<file path="config.mk">
export PLATFORM = sky130hd
export DESIGN_NAME = phh_front
export DESIGN_NICKNAME = d
export VERILOG_FILES = /design/src/rtl/core/phh_pkg.sv /design/src/rtl/core/phh_front.sv
export SDC_FILE = /design/constraint.sdc
export NUM_CORES = 1
export LEC_CHECK = 0
export BUFFER_PORTS_ARGS = -buffer_cell sky130_fd_sc_hd__buf_2
export CAP_MARGIN = 40
export CORE_ASPECT_RATIO = 1.75
export CORE_MARGIN = 2
export CORE_UTILIZATION = 53
export CTS_CLUSTER_DIAMETER = 150
export DETAILED_ROUTE_END_ITERATION = 8
export PLACE_DENSITY_LB_ADDON = 0.3
export SLEW_MARGIN = 15
export SYNTH_ARGS = -nofsm -noshare
export SYNTH_HDL_FRONTEND = slang
export SYNTH_SLANG_ARGS = --single-unit
</file>
<file path="constraint.sdc">
create_clock -name clk -period 5 [get_ports clk]
set_clock_uncertainty 0.15 [all_clocks]
set_input_delay 1 -clock clk [delete_from_list [all_inputs] [get_ports clk]]
set_output_delay 1 -clock clk [all_outputs]
set_load 0.01 [all_outputs]
</file>
<file path="src/rtl/core/phh_pkg.sv">
// shared types and constants for the pc profile histogram
package phh_pkg;

  localparam logic CFG_CODE_BASE = 1'b0;
  localparam logic CFG_TOP_N     = 1'b1;
  localparam logic KIND_STEP     = 1'b0;
  localparam logic KIND_DUMP     = 1'b1;
  localparam logic [6:0] MAX_REPORT = 7'd64;
  localparam logic [31:0] CODE_BASE_RST = 32'h0000_8000;
  localparam logic [6:0] TOP_N_RST = 7'd10;

  typedef struct packed {
    logic        kind;
    logic [31:0] pc;
    logic [31:0] cycles;
  } in_t;

  typedef struct packed {
    logic [31:0] inst_addr;
    logic [31:0] exec_count;
    logic [31:0] avg_cycles;
    logic [31:0] total_steps;
    logic        last;
  } out_t;

  typedef struct packed {
    logic        kind;
    logic        in_range;
    logic [29:0] word;
    logic [31:0] cycles;
  } qitem_t;

endpackage

</file>
<file path="src/rtl/core/phh_front.sv">
// front end: accepts items, computes the table index and queues them
module phh_front import phh_pkg::*; #(
  parameter int ENTRIES = 4096
) (
  input  logic        clk,
  input  logic        rst_n,
  input  logic        in_start,
  input  in_t         in_data,
  input  logic [31:0] code_base,
  input  logic        clearing,
  output logic        busy,
  input  logic        q_pop,
  output logic        q_valid,
  output qitem_t      q_item
);

  qitem_t      mem_r [2];
  logic        wp_r, rp_r;
  logic [1:0]  cnt_r;
  logic        push;
  logic [31:0] diff;
  qitem_t      item;

  assign diff          = in_data.pc - code_base;
  assign item.kind     = in_data.kind;
  assign item.word     = diff[31:2];
  assign item.in_range = ({2'b00, diff[31:2]} < 32'(ENTRIES));
  assign item.cycles   = in_data.cycles;

  assign busy    = (cnt_r == 2'd2) | clearing;
  assign push    = in_start & ~busy;
  assign q_valid = (cnt_r != 2'd0);
  assign q_item  = mem_r[rp_r];

  always_ff @(posedge clk) begin
    if (push) mem_r[wp_r] <= item;
  end

  always_ff @(posedge clk) begin
    if (!rst_n) begin
      wp_r  <= 1'b0;
      rp_r  <= 1'b0;
      cnt_r <= 2'd0;
    end else begin
      if (push) wp_r <= ~wp_r;
      if (q_pop) rp_r <= ~rp_r;
      cnt_r <= cnt_r + {1'b0, push} - {1'b0, q_pop};
    end
  end

endmodule

</file>
==> results.yml, run 1 <==
global_route:
  use_met3_pct: 5.70
  gr-usage-met1_pct: 18.9
  busiest_layer: "met2"
  grt_use_total_pct: 20.3
  grt_pass1_wl_um: 20000
  antenna_found_initial: 0
  grt_overflow_total: 0
  first_global_vias: 4456
  grt_use_met2_pct: 38.9
  grt_max_degree: 46
sta:
  final.setup.tns_ns: 0
  finalHoldViolCount: 0
  post-route-min-period_ns: 4.13
  slew_viol_final: 0
  max-slew-margin-rel_pct: 53.9
  whs_ns: 0.463
  fmax_ghz: 0.242
  worst_slew_pin_slew_ns: 0.691
  rsz0062_at_grt: "false"
  finalSetupViolCount: 0
  min_period_over_period_pct: 82.7
critical_path:
  arrival_ns: 4.18
  critical_path_class: "in2reg"
  critPathLaunchType: "input pin"
  required_ns: 5.05
  end_kind: "flop"
  critPathMaxFanout: 3
routing:
  firstDrtPassIters: 4
  num_vias: 4256
  routed_wl_um: 12900
  drc: 0
  post_drt_wl_per_cell_um: 16.4
  drtIter0Drc: 148
  routed_via_density: 5.39
  ant_nets: 0
pwr:
  p_leak_nw: 3.34
  max-vdd-ir-drop_uv: 220
  p_per_area_mw_per_mm2: 396
clock_tree:
  numCtsBuffers: 17
  cts_setup_buffers: 0
  cts_tree: "yes"
  clk_pin_slew_worst_paths_ns: 0.06
  htreeDepth: 4
  cts.path.max_buffers: 2
  clk-insertion-delay-late_ns: 0.41
  hold_buffers: 0
  clock-root-buffer: "clkbuf_16"
  cts-resized-gates: 0
  clock_sinks: 133
logic_synthesis:
  yosys-top-cells-area: "edfxtp_1 60%, mux2_2 11%, ha_1 6.3%"
  synth_xor_area_share_pct: 3.85
  synth_nets: 590
  synth-async-reset-ratio_pct: 0
  synth_fa_ha_area_share_pct: 6.28
  ys_warn_count: 0
  synth_top_area_share_pct: 60.3
  synth.area.mux_share_pct: 11.3
  ys_types: 43
  ys_seq_elements: 133
  synth-simple-area-share_pct: 6.61
  synth_top_family_by_area: "multiplexers"
  synth.largest_area_cell: "edfxtp_1"
  synth_edf_count: 128
  synth_compound_area_share_pct: 7.47
  syn_avg_cell_area_sq_um: 14.0
  synth_flop_cell: "edfxtp_1"
  synth-seq-area-share_pct: 61.8
  synth_cells: 456
  synthesis.area_sq_mm: 0.00638
die:
  die_x_um: 86.9
  die_h_um: 149
  initial_core_util_pct: 53.7
  die-area_sq_mm: 0.0130
  std_cell_rows: 53
  io_pins: 168
  core_area_sq_mm: 0.0119
hold_path:
  hp-class: "reg2reg"
layout:
  final_nets: 774
  syn_to_final_growth_pct: 26.5
  final_layout_size_suffix_gt1_share_pct: 43.3
  mostFrequentLayoutCells: "167 x buf_2, 128 x edfxtp_1, 64 x mux2_2"
  postLayoutCoreUtil_pct: 68.0
  n_antenna_cell: 0
  final_common_cell: "buf_2"
placed_design:
  gp_congestion: 0.875
  numPortBuffers: 167
  dpl.hpwl_um: 9630
run_status:
  status: "finished, final reports clean"
job:
  max_cap_viol_count: 0
-- synthesized netlist by cell type (all sizes together) (3+ instances only) --
| cell | n |
|---|---|
| edfxtp | 128 |
| mux2 | 64 |
| inv | 38 |
| ha | 32 |
| a21oi | 25 |
| nor2 | 25 |
| nand2 | 17 |
| xnor2 | 16 |
| xor2 | 12 |
| o21ai | 10 |
| nor3 | 9 |
| and2 | 8 |
| a21o | 7 |
| and3 | 7 |
| clkbuf | 7 |
| o21a | 6 |
| dfxtp | 5 |
| nand3 | 4 |
| a31oi | 3 |
| nand4 | 3 |
| o2111ai | 3 |
| or2 | 3 |
| or3 | 3 |
-- through the flow --
stage | total power [mW] | instance area [sq um] | cells | setup slack (ns)
floorplan | 1.70 | 6380 | 456 | 0.380
global placement | 1.86 | 7400 | 757 | 0.662
detailed placement | 1.89 | 7430 | 758 | 0.557
CTS | 3.22 | 8070 | 790 | 0.867
global route | 3.32 | 8070 | 790 | 0.717
finish | 3.19 | 8070 | 790 | 0.867
-- kinds of logic (layout without fill, tap and decap cells) --
| family | after synthesis | count (layout) |
|---|---|---|
| xor+xnor | 28 | 28 |
| compound gates | 70 | 70 |
| buf+inv | 45 | 242 |
| simple gates | 84 | 84 |
| mux | 64 | 64 |
| flops | 133 | 133 |
| fa+ha+maj | 32 | 32 |
-- worst max-delay path: stages --
cell	delay (ns)
buf_2	0.10
ha_1	0.32
or2_2	0.31
a31o_1	0.27
a32oi_2	0.32
a21boi_2	0.12
or3_4	0.40
a221oi_2	0.33
o2111ai_1	0.16
or4b_1	0.52
a2111oi_2	0.34
-- path summary, 6_finish.rpt --
kind                                     startpoint                     end  slack, ns  cells after the start
worst max-delay path                    in_data[34]  mem_r[1][62]$_DFFE_PP_       0.87                     11
worst min-delay path            cnt_r[1]$_SDFF_PN0_     cnt_r[1]$_SDFF_PN0_       0.46                      2
worst max register to register  cnt_r[0]$_SDFF_PN0_  mem_r[1][53]$_DFFE_PP_       2.59                      4
worst min register to register  cnt_r[1]$_SDFF_PN0_     cnt_r[1]$_SDFF_PN0_       0.46                      2
-- final cells by class --
class | instances | area [sq um]
clock buffers | 17 | 425
clock inverters | 15 | 218
fillers | 855 | 3800
inverters | 38 | 143
multi-input cells | 278 | 2270
flip-flops and latches | 133 | 3950
well taps | 137 | 171
repair buffers | 172 | 893
-- where the power goes --
group | switching (mW) | internal, mW
registers | 0.0231 | 1.32
clock network | 0.478 | 0.849
logic | 0.282 | 0.237
total | 0.783 | 2.41
-- sequential cells by signal (all words and copies together), names as in the netlist, named ones only --
| signal | count |
|---|---|
| cnt_r | 2 |
| mem_r | 128 |
| rp_r | 1 |
| wp_r | 1 |
-- metal layers --
metal / vias up / wire [um]
met1: 2006 / 4410
met5: - / 0
met3: 27 / 735
met4: 0 / 360
met2: 148 / 7440
li1: 2075 / -
Power figures use the tool's default switching activity.
==> run 2, diff against run 1 <==
clock period = 3.85 ns   (was 5 ns; I/O delays follow)
==> run 2 against run 1 <==
Sequential cell count did not move. Sequential share of layout area fell by 1.7 points. First-iteration DRC count rose by 49%. Count of clock-buffer cells in the layout rose by 1. Register-to-register slack got worse by 0.82 ns. Wire length rose by 6.4%. Worst hold slack got worse by 0.060 ns. Utilization rose by 2.5 points. Total power rose by 30%. Highest routed layer unchanged.
==> results.yml, run 2 (synthesized netlist as in run 1, its figures left out) <==
hold_path:
  hp-class: "in2reg"
  whs_path_depth: 1
sta:
  finalHoldViolCount: 0
  rsz0062_at_grt: "false"
  slew_viol_final: 0
  finalSetupViolCount: 0
  fmax_ghz: 0.269
  post-route-min-period_ns: 3.72
  worst_slew_pin_slew_ns: 0.651
  max-slew-margin-rel_pct: 56.6
  min_period_over_period_pct: 96.6
critical_path:
  cp_top_family: "compound AO/OA/AOI/OAI gates"
  cpMaxStageDelayCell: "or4b_1"
  critPathMaxFanout: 3
  reg2reg_depth: 4
  end_kind: "flop"
  cpPeakStageDelay_ns: 0.55
  critical_path_class: "in2reg"
  cp.depth: 12
  arrival_ns: 3.78
  critPathBufInv: 2
  required_ns: 3.91
  path_cells: "buf_2 > inv_1 > ha_1 > a211o_1 > a31o_1 > a32oi_4 > a21boi_2 > or3_4 > a221oi_2 > o2111ai_1 > or4b_1 > a2111oi_4"
  critPathLaunchType: "input pin"
die:
  initial_core_util_pct: 53.7
  die_x_um: 86.9
  std_cell_rows: 53
  core_area_sq_mm: 0.0119
  io_pins: 168
  die_h_um: 149
  die-area_sq_mm: 0.0130
routing:
  num_vias: 4487
  drtIter0Drc: 221
  ant_nets: 0
  routed_via_density: 5.41
  routed_wl_um: 13800
  drc: 0
  post_drt_wl_per_cell_um: 16.6
  firstDrtPassIters: 7
pwr:
  p_total_mw: 4.14
  switching_power_uw: 988
  p_leak_nw: 3.51
  swShare_pct: 23.9
  internal_power_mw: 3.15
  max-vdd-ir-drop_uv: 275
  p_per_area_mw_per_mm2: 495
  p_seq_share_pct: 42.2
  p_comb_share_pct: 18.0
  clockPowerShare_pct: 39.8
layout:
  final_nets: 813
  final_common_cell: "buf_2"
  largest_reg_flops: 128
  mostFrequentLayoutCells: "167 x buf_2, 128 x edfxtp_1, 64 x mux2_2"
  final_layout_size_suffix_gt1_share_pct: 46.1
  n_antenna_cell: 0
  fill_cells: 820
  reg_top3: "mem_r x128, cnt_r x2"
  syn_to_final_growth_pct: 31.1
  fin_area_sq_mm: 0.00836
  top_register: "mem_r"
clock_tree:
  clk_pin_slew_worst_paths_ns: 0.05
  numCtsBuffers: 17
  clock-root-buffer: "clkbuf_16"
  clock_sinks: 133
  cts_tree: "yes"
  clk-insertion-delay-late_ns: 0.40
  htreeDepth: 4
  cts.path.max_buffers: 2
placed_design:
  numPortBuffers: 167
  gp_congestion: 0.908
  dpl_cell_area_sq_mm: 0.00772
  dpl.hpwl_um: 9900
global_route:
  grt_overflow_total: 0
  first_global_vias: 4571
  grt_max_degree: 59
  grt_pass1_wl_um: 20800
  grt_use_total_pct: 21.1
  antenna_found_initial: 0
run_status:
  status: "finished, final reports clean"
job:
  max_cap_viol_count: 0
## run 2: cell types whose count changed in the layout (fill, tap and decap cells not counted), moves of 2 or more
cell      before  now
clkinv_2       0    3
buf_12         0    2
clkinv_1       0    2
buf_4          4   42
inv_6          6    1
## run 2: stage by stage
stage | setup WS (ns) | setup TNS [ns] | instances | hold slack [ns] | util [%]
final | 0.129 | 0 | 829 | 0.402 | 70.4
after global routing | 0.0275 | 0 | 829 | 0.384 | 70.4
after CTS | 0.0686 | 0 | 828 | 0.384 | 70.2
after detailed placement | -0.339 | -0.677 | 796 | 0.431 | 65.0
after global placement | -0.187 | -0.375 | 796 | 0.411 | 65.0
after floorplan | 0.0615 | 0 | 456 | 0.405 | -
## run 2: power by group through the flow
stage | clock network (mW) | logic, mW | registers (mW)
2_1_floorplan | 0 | 0.440 | 1.77
3_3_place_gp | 0 | 0.707 | 1.77
3_5_place_dp | 0 | 0.734 | 1.78
4_1_cts | 1.68 | 0.741 | 1.75
5_1_grt | 1.73 | 0.811 | 1.75
6_report | 1.65 | 0.743 | 1.75
## run 2: cell type report
cell class	instances	area, sq um	share of cell area (%)
Tap cell	137	171	2.05
Sequential cell	133	3950	47.2
Multi-Input combinational cell	278	2300	27.5
Clock inverter	14	184	2.20
Clock buffer	18	429	5.13
Timing Repair Buffer	211	1190	14.2
Inverter	38	143	1.71
## run 2: metal layers
layer | routed length, um | vias to the layer above | track usage (%)
met3 | 817 | 33 | 4.21
met4 | 452 | 0 | 11.5
met2 | 7810 | 180 | 39.7
met5 | 0 | - | 0
met1 | 4690 | 2125 | 20.9
li1 | - | 2149 | -
## run 2: path summary, 6_finish.rpt
check	slack (ns)	start	end
min reg2reg	0.46	cnt_r[1]$_SDFF_PN0_	cnt_r[1]$_SDFF_PN0_
max	0.13	code_base[1]	mem_r[0][62]$_DFFE_PP_
min	0.40	in_data[18]	mem_r[0][18]$_DFFE_PP_
max reg2reg	1.77	cnt_r[0]$_SDFF_PN0_	mem_r[1][32]$_DFFE_PP_
## run 2: repair_timing
action / in CTS / in global routing
endpoints found under the setup margin: 0 / 2
buffers inserted: 0 / 1
hold buffers: 0 / 0
resized for setup: 0 / 2
==> run 3, diff against run 2 <==
ABC_AREA = 1   (was not set)
CORE_UTILIZATION = 55   (was 53)
==> run 3 against run 2 <==
Count of clock-buffer cells in the layout grew 3. Total power shrank 2.7%. Die area grew 13%. Worst setup slack gained 0.79 ns. Critical path type is now reg2out. Non-clock buffer count shrank 40. Sequential power is essentially flat. Critical path depth shrank 9. Worst hold slack lost 0.037 ns. Largest power group unchanged.
==> results.yml, run 3 <==
layout:
  syn_to_final_growth_pct: 22.5
  final_common_cell: "nand2_1"
  largest_reg_flops: 128
  reg_top3: "mem_r x128, cnt_r x2"
  multiInputGateArea_sq_mm: 0.00290
  ff_latch_area_sq_mm: 0.00395
  mostFrequentLayoutCells: "238 x nand2_1, 167 x buf_2, 164 x inv_1"
  final_layout_size_suffix_gt1_share_pct: 29.1
  fill_cells: 1126
  fin_area_sq_mm: 0.00916
  n_antenna_cell: 0
  final_nets: 1117
  instances_no_fill: 1170
  top_register: "mem_r"
routing:
  firstDrtPassIters: 4
  routed_wl_um: 16800
  post_drt_wl_per_cell_um: 14.4
  ant_nets: 0
  routed_via_density: 4.95
  drc: 0
  drtIter0Drc: 224
  num_vias: 5797
sta:
  min_period_over_period_pct: 76.1
  finalSetupViolCount: 0
  max-slew-margin-rel_pct: 42.1
  fmax_ghz: 0.341
  rsz0062_at_grt: "false"
  finalHoldViolCount: 0
  slew_viol_final: 0
  post-route-min-period_ns: 2.93
  worst_slew_pin_slew_ns: 0.869
  final.setup.tns_ns: 0
die:
  io_pins: 168
  die_x_um: 92.2
  initial_core_util_pct: 55.9
  die-area_sq_mm: 0.0146
  die_h_um: 158
  core_area_sq_mm: 0.0134
  std_cell_rows: 56
pwr:
  max-vdd-ir-drop_uv: 298
  swShare_pct: 25.5
  internal_power_mw: 3.00
  p_comb_share_pct: 18.7
  p_per_area_mw_per_mm2: 440
  p_leak_nw: 4.43
  clockPowerShare_pct: 38.4
  switching_power_mw: 1.03
  p_seq_share_pct: 42.9
clock_tree:
  cts_tree: "yes"
  clk-insertion-delay-late_ns: 0.40
  numCtsBuffers: 17
  clock-root-buffer: "clkbuf_16"
  htreeDepth: 4
  hold_buffers: 0
  cts-resized-gates: 0
  cts.path.max_buffers: 2
  clock_sinks: 133
  cts_setup_buffers: 0
  clk_pin_slew_worst_paths_ns: 0.05
critical_path:
  arrival_ns: 2.01
  critPathLaunchType: "flop"
  r2r-start: "cnt_r[0]$_SDFF_PN0_"
  critPathMaxFanout: 40
  end_kind: "primary output"
  required_ns: 2.93
  critical_path_class: "reg2out"
placed_design:
  numPortBuffers: 167
  dpl.hpwl_um: 12900
  dp.cells: 1137
  dpl_cell_area_sq_mm: 0.00856
  gp_congestion: 1.03
run_status:
  status: "finished, final reports clean"
global_route:
  grt_max_degree: 65
  grt_use_total_pct: 23.4
  antenna_found_initial: 0
  grt_overflow_total: 0
  grt_pass1_wl_um: 26200
  first_global_vias: 5717
logic_synthesis:
  synth_cells: 800
  synth_most_common_cell: "nand2_1"
  yosys-top-cells-area: "edfxtp_1 51%, nand2_1 12%, mux2_2 9.6%"
  synth_edf_count: 128
  synth.largest_area_cell: "edfxtp_1"
  synthesis.area_sq_mm: 0.00748
  ys_types: 27
  synth-async-reset-ratio_pct: 0
  ys_warn_count: 0
  synth_flop_cell: "edfxtp_1"
  synth_nets: 934
  synthTopCellsByCount: "238 x nand2_1, 164 x inv_1, 128 x edfxtp_1"
  synth_top_area_share_pct: 51.4
  syn_avg_cell_area_sq_um: 9.35
  synth-seq-area-share_pct: 52.7
  ys_seq_elements: 133
job:
  max_cap_viol_count: 0
hold_path:
  hp-class: "reg2reg"
  hold_start: "rp_r$_SDFFE_PN0P_"
-- run 3: kinds of logic (layout without fill, tap and decap cells) --
logic type	count (synthesis)	in the layout	share of synthesized area, %
simple gates	351	351	19.6
buf+inv	175	371	8.78
flops	133	133	52.7
mux	64	64	9.63
fa+ha+maj	32	32	5.35
compound gates	31	31	2.26
xor+xnor	14	14	1.64
-- run 3: final timing paths --
check	endpoint	slack, ns	depth (start not counted)
worst max-delay path	q_item[61]	0.92	3
worst max register to register	mem_r[1][8]$_DFFE_PP_	1.70	5
worst min register to register	flop	0.37	2
worst min-delay path	flop	0.37	2
-- run 3: power by group through the flow --
stage / clock, mW / combinational [mW] / sequential (mW)
finish: 1.55 / 0.753 / 1.73
global route: 1.64 / 0.839 / 1.73
CTS: 1.57 / 0.746 / 1.73
detailed placement: 0 / 0.741 / 1.76
global placement: 0 / 0.726 / 1.75
floorplan: 0 / 0.490 / 1.75
-- run 3: metrics by stage --
step / hold slack, ns / setup slack, ns / utilization [%] / power (mW)
after CTS: 0.360 / 0.877 / 68.3 / 4.04
after floorplan: 0.308 / -0.450 / - / 2.24
final: 0.366 / 0.920 / 68.5 / 4.03
after detailed placement: 0.332 / 0.913 / 64.0 / 2.50
after global routing: 0.382 / 0.818 / 68.5 / 4.22
after global placement: 0.320 / 0.906 / 64.0 / 2.48
-- run 3: critical path, stage by stage (launching register included) --
cell,delay [ns]
dfxtp_2,0.73
buf_12,0.31
mux2_2,0.39
buf_2,0.14
-- run 3: routing by layer --
metal | GRT usage [%] | wire (um)
met1 | 22.6 | 5990
met2 | 45.7 | 9410
met3 | 4.31 | 753
met4 | 13.1 | 633
met5 | 0 | 0
-- run 3: final cells by class --
type	instances	share of cell area, %
Tap cell	174	2.38
Timing Repair Buffer	171	9.80
Sequential cell	133	43.1
Clock buffer	21	4.81
Multi-Input combinational cell	492	31.6
Clock inverter	11	1.46
Inverter	168	6.88
